**config.mk**
```make
export PLATFORM = sky130hd
export DESIGN_NAME = gcd_lcm_unit
export DESIGN_NICKNAME = d
export VERILOG_FILES = /design/src/hdl/gcdlcm_pkg.sv /design/src/hdl/gcdlcm_dp.sv /design/src/hdl/gcdlcm_ctrl.sv /design/src/hdl/gcd_lcm_unit.sv
export SDC_FILE = /design/constraint.sdc
export NUM_CORES = 2
export LEC_CHECK = 0
export CAP_MARGIN = 20
export CORE_MARGIN = 2
export CORE_UTILIZATION = 59
export DETAILED_ROUTE_END_ITERATION = 6
export DONT_BUFFER_PORTS = 1
export PLACE_DENSITY = 0.88
export SYNTH_ARGS = -nofsm -noshare
export SYNTH_HDL_FRONTEND = slang
export SYNTH_HIERARCHICAL = 1
export SYNTH_SLANG_ARGS = --single-unit
```
**constraint.sdc**
```tcl
create_clock -name clk -period 5.9 [get_ports clk]
set_clock_uncertainty 0.15 [all_clocks]
set_input_delay 0.59 -clock clk [delete_from_list [all_inputs] [get_ports clk]]
set_output_delay 0.59 -clock clk [all_outputs]
set_load 0.02 [all_outputs]
```
**src/hdl/gcdlcm_pkg.sv**
```systemverilog
`default_nettype none
// ---------------------------------------------------------------------------
// gcdlcm_pkg: shared types and constants for the gcd/lcm unit
// Widths, commands, controller states and controller/datapath signal groups.
// ---------------------------------------------------------------------------
package gcdlcm_pkg;
  localparam int unsigned OpW = 63;
  localparam int unsigned CntW = 6;
  localparam logic [OpW-1:0] PosMax = {OpW{1'b1}};

  typedef enum logic {
    CMD_GCD = 1'b0,
    CMD_LCM = 1'b1
  } cmd_t;

  typedef enum logic [3:0] {
    ST_IDLE,
    ST_CHECK,
    ST_DIV,
    ST_SWAP,
    ST_QDIV,
    ST_MUL,
    ST_DONE
  } state_t;

  typedef struct packed {
    logic load;
    logic div_start;
    logic div_step;
    logic swap;
    logic qdiv_start;
    logic mul_start;
    logic mul_step;
    logic fin_gcd;
    logic fin_lcm;
    logic fin_zero;
  } ctrl_t;

  typedef struct packed {
    logic y_zero;
    logic any_zero;
    logic step_last;
    logic is_lcm;
  } stat_t;

  function automatic logic [OpW-1:0] sat_mag(input logic [OpW:0] v);
    logic [OpW:0] n;
    begin
      n = ~v + 1'b1;
      if (v == {1'b1, {OpW{1'b0}}}) sat_mag = PosMax;
      else if (v[OpW]) sat_mag = n[OpW-1:0];
      else sat_mag = v[OpW-1:0];
    end
  endfunction
endpackage
`default_nettype wire

```
**src/hdl/gcdlcm_dp.sv**
```systemverilog
`default_nettype none
// ---------------------------------------------------------------------------
// gcdlcm_dp: gcd/lcm datapath
// Radix-2 restoring divider (one bit a cycle), Euclid operand registers and
// a shift-add multiplier with overflow detection.
// ---------------------------------------------------------------------------
module gcdlcm_dp
  import gcdlcm_pkg::*;
(
  input  wire               clk,
  input  wire               rst_n,
  input  wire logic         in_cmd,
  input  wire logic [OpW:0] in_a,
  input  wire logic [OpW:0] in_b,
  input  wire ctrl_t        ctrl,
  output stat_t             stat,
  output logic [OpW-1:0]    res,
  output logic              sat
);
  logic [OpW-1:0] x_r, x_nxt, y_r, y_nxt, ma_r, ma_nxt, mb_r, mb_nxt;
  logic [OpW-1:0] rem_r, rem_nxt, quo_r, quo_nxt, div_d_r, div_d_nxt;
  logic [OpW-1:0] acc_r, acc_nxt, mcand_r, mcand_nxt, mplier_r, mplier_nxt;
  logic [CntW-1:0] cnt_r, cnt_nxt;
  logic ovf_r, ovf_nxt, cmd_r, cmd_nxt;
  logic [OpW-1:0] res_r, res_nxt;
  logic sat_r, sat_nxt;
  logic [OpW:0] trial, sum;
  logic [OpW-1:0] shifted;

  always_comb begin
    x_nxt = x_r; y_nxt = y_r; ma_nxt = ma_r; mb_nxt = mb_r;
    rem_nxt = rem_r; quo_nxt = quo_r; div_d_nxt = div_d_r;
    acc_nxt = acc_r; mcand_nxt = mcand_r; mplier_nxt = mplier_r;
    cnt_nxt = cnt_r; ovf_nxt = ovf_r; cmd_nxt = cmd_r;
    res_nxt = res_r; sat_nxt = sat_r;
    trial = {rem_r, quo_r[OpW-1]} - {1'b0, div_d_r};
    sum = {1'b0, acc_r} + {1'b0, mcand_r};
    shifted = {mcand_r[OpW-2:0], 1'b0};
    if (ctrl.load) begin
      x_nxt = sat_mag(in_a); y_nxt = sat_mag(in_b);
      ma_nxt = sat_mag(in_a); mb_nxt = sat_mag(in_b);
      cmd_nxt = in_cmd;
    end
    if (ctrl.div_start || ctrl.qdiv_start) begin
      rem_nxt = '0;
      quo_nxt = ctrl.div_start ? x_r : ma_r;
      div_d_nxt = ctrl.div_start ? y_r : x_r;
      cnt_nxt = CntW'(OpW - 1);
    end
    if (ctrl.div_step) begin
      if (!trial[OpW]) begin
        rem_nxt = trial[OpW-1:0];
        quo_nxt = {quo_r[OpW-2:0], 1'b1};
      end else begin
        rem_nxt = {rem_r[OpW-2:0], quo_r[OpW-1]};
        quo_nxt = {quo_r[OpW-2:0], 1'b0};
      end
      cnt_nxt = cnt_r - 1'b1;
    end
    if (ctrl.swap) begin
      x_nxt = y_r; y_nxt = rem_r;
    end
    if (ctrl.mul_start) begin
      acc_nxt = '0; mcand_nxt = quo_nxt; mplier_nxt = mb_r; ovf_nxt = 1'b0;
      cnt_nxt = CntW'(OpW - 1);
    end
    if (ctrl.mul_step) begin
      if (mplier_r[0]) begin
        acc_nxt = sum[OpW-1:0];
        if (sum[OpW]) ovf_nxt = 1'b1;
      end
      mcand_nxt = shifted;
      if (mcand_r[OpW-1] && (mplier_r[OpW-1:1] != '0)) ovf_nxt = 1'b1;
      mplier_nxt = {1'b0, mplier_r[OpW-1:1]};
      cnt_nxt = cnt_r - 1'b1;
    end
    if (ctrl.fin_gcd) begin
      res_nxt = x_r; sat_nxt = 1'b0;
    end
    if (ctrl.fin_zero) begin
      res_nxt = '0; sat_nxt = 1'b0;
    end
    if (ctrl.fin_lcm) begin
      res_nxt = ovf_nxt ? PosMax : acc_nxt; sat_nxt = ovf_nxt;
    end
  end

  always_ff @(posedge clk) begin
    x_r <= x_nxt; y_r <= y_nxt; ma_r <= ma_nxt; mb_r <= mb_nxt;
    rem_r <= rem_nxt; quo_r <= quo_nxt; div_d_r <= div_d_nxt;
    acc_r <= acc_nxt; mcand_r <= mcand_nxt; mplier_r <= mplier_nxt;
    ovf_r <= ovf_nxt; cmd_r <= cmd_nxt; res_r <= res_nxt; sat_r <= sat_nxt;
    if (!rst_n) cnt_r <= '0;
    else cnt_r <= cnt_nxt;
  end

  assign stat.y_zero = (y_r == '0);
  assign stat.any_zero = (ma_r == '0) || (mb_r == '0);
  assign stat.step_last = (cnt_r == '0);
  assign stat.is_lcm = (cmd_r == CMD_LCM);
  assign res = res_r;
  assign sat = sat_r;
endmodule
`default_nettype wire

```
**src/hdl/gcdlcm_ctrl.sv**
```systemverilog
`default_nettype none
// ---------------------------------------------------------------------------
// gcdlcm_ctrl: gcd/lcm controller
// Sequences load, Euclid divisions, quotient division, multiply and output.
// ---------------------------------------------------------------------------
module gcdlcm_ctrl
  import gcdlcm_pkg::*;
(
  input  wire         clk,
  input  wire         rst_n,
  input  wire logic   in_fire,
  input  wire logic   out_fire,
  input  wire stat_t  stat,
  output ctrl_t       ctrl,
  output logic        busy,
  output logic        out_valid
);
  state_t state_r, state_nxt;

  always_comb begin
    state_nxt = state_r;
    case (state_r)
      ST_IDLE:  if (in_fire) state_nxt = ST_CHECK;
      ST_CHECK: begin
        if (stat.is_lcm && stat.any_zero) state_nxt = ST_DONE;
        else if (stat.y_zero) state_nxt = stat.is_lcm ? ST_QDIV : ST_DONE;
        else state_nxt = ST_DIV;
      end
      ST_DIV:   if (stat.step_last) state_nxt = ST_SWAP;
      ST_SWAP:  state_nxt = ST_CHECK;
      ST_QDIV:  if (stat.step_last) state_nxt = ST_MUL;
      ST_MUL:   if (stat.step_last) state_nxt = ST_DONE;
      ST_DONE:  if (out_fire) state_nxt = ST_IDLE;
      default:  state_nxt = ST_IDLE;
    endcase
  end

  always_comb begin
    ctrl = '0;
    case (state_r)
      ST_IDLE:  ctrl.load = in_fire;
      ST_CHECK: begin
        if (stat.is_lcm && stat.any_zero) ctrl.fin_zero = 1'b1;
        else if (stat.y_zero) begin
          ctrl.fin_gcd = !stat.is_lcm;
          ctrl.qdiv_start = stat.is_lcm;
        end else ctrl.div_start = 1'b1;
      end
      ST_DIV:   begin
        ctrl.div_step = 1'b1;
      end
      ST_SWAP:  ctrl.swap = 1'b1;
      ST_QDIV:  begin
        ctrl.div_step = 1'b1;
        ctrl.mul_start = stat.step_last;
      end
      ST_MUL:   begin
        ctrl.mul_step = 1'b1;
        ctrl.fin_lcm = stat.step_last;
      end
      default:  ctrl = '0;
    endcase
  end

  always_ff @(posedge clk) begin
    if (!rst_n) state_r <= ST_IDLE;
    else state_r <= state_nxt;
  end

  assign busy = (state_r != ST_IDLE);
  assign out_valid = (state_r == ST_DONE);
endmodule
`default_nettype wire

```
**src/hdl/gcd_lcm_unit.sv**
```systemverilog
`default_nettype none
// ---------------------------------------------------------------------------
// gcd_lcm_unit: 64-bit signed gcd / lcm
// Takes one command beat, returns one result beat, one item at a time.
// ---------------------------------------------------------------------------
// An item runs a check, a bit-serial division and a swap per Euclid
// remainder step (one divider shared by all divisions); lcm adds one more
// division and a shift-add multiply. Zero operands for lcm go from the check
// straight to the result. The input is ready only while no item is in flight.
module gcd_lcm_unit
  import gcdlcm_pkg::*;
(
  input  wire          clk,
  input  wire          rst_n,
  input  wire          s_axis_tvalid,
  output logic         s_axis_tready,
  input  wire [127:0]  s_axis_tdata,  // [63:0] operand_a, [127:64] operand_b
  input  wire          s_axis_tuser,  // [0] cmd
  output logic         m_axis_tvalid,
  input  wire          m_axis_tready,
  output logic [63:0]  m_axis_tdata   // [62:0] result, [63] saturated
);
  ctrl_t ctrl;
  stat_t stat;
  logic busy, in_fire, out_fire, sat;
  logic [OpW-1:0] res;

  assign s_axis_tready = !busy;
  assign in_fire = s_axis_tvalid && s_axis_tready;
  assign out_fire = m_axis_tvalid && m_axis_tready;

  gcdlcm_ctrl u_ctrl (
    .clk, .rst_n, .in_fire, .out_fire, .stat, .ctrl, .busy,
    .out_valid(m_axis_tvalid)
  );

  gcdlcm_dp u_dp (
    .clk, .rst_n, .in_cmd(s_axis_tuser), .in_a(s_axis_tdata[63:0]),
    .in_b(s_axis_tdata[127:64]), .ctrl, .stat, .res, .sat
  );

  assign m_axis_tdata = {sat, res};

  a_sat_max: assert property (@(posedge clk) disable iff (!rst_n)
    m_axis_tvalid && m_axis_tdata[63] |-> m_axis_tdata[62:0] == PosMax)
    else $error("saturated result not clamped");
  a_no_accept_busy: assert property (@(posedge clk) disable iff (!rst_n)
    m_axis_tvalid |-> !s_axis_tready)
    else $error("accepting while result pending");
  a_hold: assert property (@(posedge clk) disable iff (!rst_n)
    m_axis_tvalid && !m_axis_tready |=> m_axis_tvalid && $stable(m_axis_tdata))
    else $error("result dropped");
endmodule
`default_nettype wire
```
==> impl_metrics.py <==
metrics = {
    "logic_synthesis": {
        "syn_avg_cell_area_um2": 10.20,
        "ys_seq_area_frac": 0.4937,
        "syn_area_mm2": 0.04009,
        "synth_cells": 3930,
        "synthArstFlopShare": 0,
        "synth_nets": 4195,
        "synth_seq_cells": 705,
        "synthTopCellsByArea": "edfxtp_1, mux2_2, dfxtp_1",
        "synth_top_area_frac": 0.4247,
        "synth-edff-count": 567,
        "yosysTopAreaCell": "edfxtp_1",
        "ys_types": 87,
        "synthFlopType": "edfxtp_1",
        "yosysWarnings": 6,
    },
    "die": {
        "die_y_um": 264.7,
        "die_w_um": 264.7,
        "top_level_ports": 199,
        "rows": 95,
        "initial_utilization": 0.5969,
        "core_area_mm2": 0.06716,
        "dieArea_mm2": 0.07004,
    },
    "sta": {
        "timing.final.hold_violations": 0,
        "maxClockFrequency_mhz": 196.5,
        "finalCriticalPeriod_ns": 5.090,
        "worstMarginPinSlew_ns": 1.055,
        "rsz0062_at_grt": "false",
        "slew_headroom": 0.2904,
        "setup_slack_ns": 0.8104,
        "fin_crit_sh": 0.8626,
        "holdWs_ns": 0.02412,
        "maxSlewViolCount": 0,
        "setup_tns_ns": 0,
        "finalSetupViolCount": 0,
    },
    "setup_path": {
        "critPathArrivalTime_ns": 5.32,
        "critPathMaxFanout": 37,
        "crit_path_end_kind": "register",
        "path_class": "reg -> reg",
        "r2r_slack_ns": 0.81,
        "reg2reg_from": "u_dp/mcand_r[1]",
        "r2r_end": "u_dp/res[32]",
        "required_ns": 6.13,
        "start_kind": "register",
        "reg2reg_depth": 14,
    },
    "finish": {
        "drive_above_1_share": 0.1269,
        "final_common_cell": "edfxtp_1",
        "num-nets-final": 4083,
        "area_delta_synth_final_pct": 7.666,
        "stdcell_area_mm2": 0.04316,
        "final.fill_count": 5016,
        "most-common-layout-cells": "edfxtp_1, nand2_1, mux2_2",
        "antenna_cells": 0,
    },
    "placement": {
        "portBuffers": 0,
        "gp_congestion": 0.9994,
        "place_ws_ns": 0.7106,
        "dp_hpwl_um": 83040,
        "placed_area_mm2": 0.04069,
    },
    "clock_tree": {
        "cts.sinks": 705,
        "cts-buffers-inserted": 74,
        "cts_resized": 0,
        "clk_pin_slew_ns": 0.06,
        "htreeDepth": 3,
        "root_buffer": "clkbuf_16",
        "clockBufferDepth": 3,
        "cts_tree": "built",
        "clk_latency_ns": 0.65,
    },
    "power_and_ir_drop": {
        "p_leak_nw": 15.97,
        "pwr_density_cell_mw_per_mm2": 391.8,
        "ir_drop_v": 0.0002459,
    },
    "detailed_routing": {
        "drc": 0,
        "drt_wl_total_um": 114600,
        "via_count": 31320,
        "viasPerCell": 6.592,
        "drtIter0Drc": 4498,
        "detail-route-antenna-nets": 0,
        "drtPass1Iterations": 7,
        "wire_per_inst_um": 24.11,
    },
    "grt": {
        "grt_max_degree": 190,
        "track_usage": 0.3188,
        "antenna_found_initial": 4,
        "overflow": 0,
        "first_global_vias": 29260,
        "grt_pass1_wl_um": 173000,
    },
    "flow_run": {
        "maxCapViolCount": 0,
    },
    "outcome": {
        "status": "completed",
    },
    "hold_path": {
        "hold_path.class": "in -> reg",
        "holdPathEnd": "u_dp/ma_r[0]",
        "min_path_cells": 2,
        "min_from": "s_axis_tdata[0]",
    },
}
-- kinds of logic after synthesis --
family                     after synthesis  share of synthesized area
and+or+nand+nor                       1332                     0.1612
DFF                                    705                     0.4937
adders and majority gates              132                    0.04158
muxes                                  270                    0.07525
buffers and inverters                  345                    0.03430
AOI/OAI and AO/OA                      920                     0.1446
xor gates and xnor gates               226                    0.04938
-- layout make-up --
type	count	area (um2)	share of cell area
flip-flops and latches	705	19790	0.4585
multi-input cells	2880	19010	0.4404
clock inverters	41	435.4	0.01009
well taps	873	1092	0.02531
clock buffers	95	1972	0.04569
repair buffers	43	434.2	0.01006
inverters	114	427.9	0.009915
-- stage by stage --
| stage | cells | total power, mW | utilization |
|---|---|---|---|
| final | 4751 | 16.91 | 0.6426 |
| after global routing | 4751 | 17.60 | 0.6426 |
| after CTS | 4749 | 16.78 | 0.6422 |
| after detailed placement | 4610 | 12.07 | 0.6059 |
| after global placement | 4610 | 11.95 | 0.6059 |
| after floorplan | 3930 | 10.63 | - |
-- power breakdown --
part	internal [mW]	switching [mW]	total, mW	leakage (nW)
sequential	6.59	0.825	7.41	6.35
combinational	1.88	2.91	4.79	8.46
clock	2.69	2.01	4.70	1.16
total	11.2	5.74	16.9	16.0
-- worst max path at each step --
stage / from / end / slack, ns / depth (start not counted)
6_report: u_dp/mcand_r[1] / u_dp/res[32] / 0.81 / 14
5_1_grt: u_dp/mcand_r[1] / u_dp/res[29] / 0.62 / 14
4_1_cts: u_dp/mcand_r[1] / u_dp/res[58] / 0.86 / 13
3_5_place_dp: s_axis_tdata[33] / u_dp/x_r[28] / 0.71 / 12
3_3_place_gp: s_axis_tdata[33] / u_dp/x_r[26] / 0.80 / 12
2_1_floorplan: u_ctrl/state_r[2] / u_dp/x_r[0] / 1.16 / 6
-- registers in the layout, summed over array words and instances (netlist names) --
signal          count
u_ctrl/state_r      3
u_dp/acc_r         63
u_dp/cmd_r          1
u_dp/cnt_r          6
u_dp/div_d_r       63
u_dp/ma_r          63
u_dp/mb_r          63
u_dp/mcand_r       63
u_dp/mplier_r      63
u_dp/ovf_r          1
u_dp/quo_r         63
u_dp/rem_r         63
u_dp/res           63
u_dp/sat            1
u_dp/x_r           63
u_dp/y_r           63
-- cell usage after synthesis (8+ instances only) --
| cell | n |
|---|---|
| or3_1 | 29 |
| dfxtp_1 | 138 |
| and3_1 | 20 |
| a21oi_1 | 249 |
| nand4_1 | 53 |
| nor2b_1 | 140 |
| or4_1 | 19 |
| o31a_1 | 8 |
| nor4_1 | 70 |
| or2_2 | 13 |
| xor2_1 | 172 |
| buf_6 | 9 |
| nand2_2 | 32 |
| o21ai_0 | 230 |
| o211ai_1 | 12 |
| inv_1 | 110 |
| a211oi_1 | 72 |
| nand2_1 | 545 |
| and2_1 | 17 |
| o41ai_1 | 11 |
| o21ai_1 | 13 |
| a21o_1 | 85 |
| nor2_1 | 171 |
| nor3_1 | 77 |
| o21a_1 | 17 |
| a31oi_1 | 17 |
| edfxtp_1 | 567 |
| nand3_1 | 88 |
| nand2b_1 | 18 |
| a21boi_0 | 9 |
| xnor2_1 | 54 |
| buf_1 | 12 |
| mux2_2 | 251 |
| clkbuf_1 | 206 |
| ha_1 | 130 |
| o31ai_1 | 112 |
| mux2i_1 | 19 |
| o21bai_1 | 20 |
-- routing by layer --
layer,share of wire,GRT usage
met1,0.41,0.4598
met2,0.43,0.4773
met3,0.12,0.05982
met4,0.042,0.1273
met5,0.00037,0
-- worst max-delay path, cell delays in order, from the launching register on --
cell and delay (ns):
edfxtp_1 0.41, ha_1 0.32, a211o_1 0.33, a2111oi_0 0.53
o311a_1 0.34, o2bb2ai_1 0.14, a21oi_1 0.26, nor3_1 0.15
a211oi_1 0.42, o21ai_1 0.24, a31o_1 0.27, a221o_2 0.66
buf_4 0.34, nor3_1 0.19, nor2_1 0.08
-- repair_timing --
item,CTS,global route
buffers inserted,0,0
hold buffers,3,0
hold endpoints to repair,11,0
No activity file was read; power rests on OpenSTA's default activity.
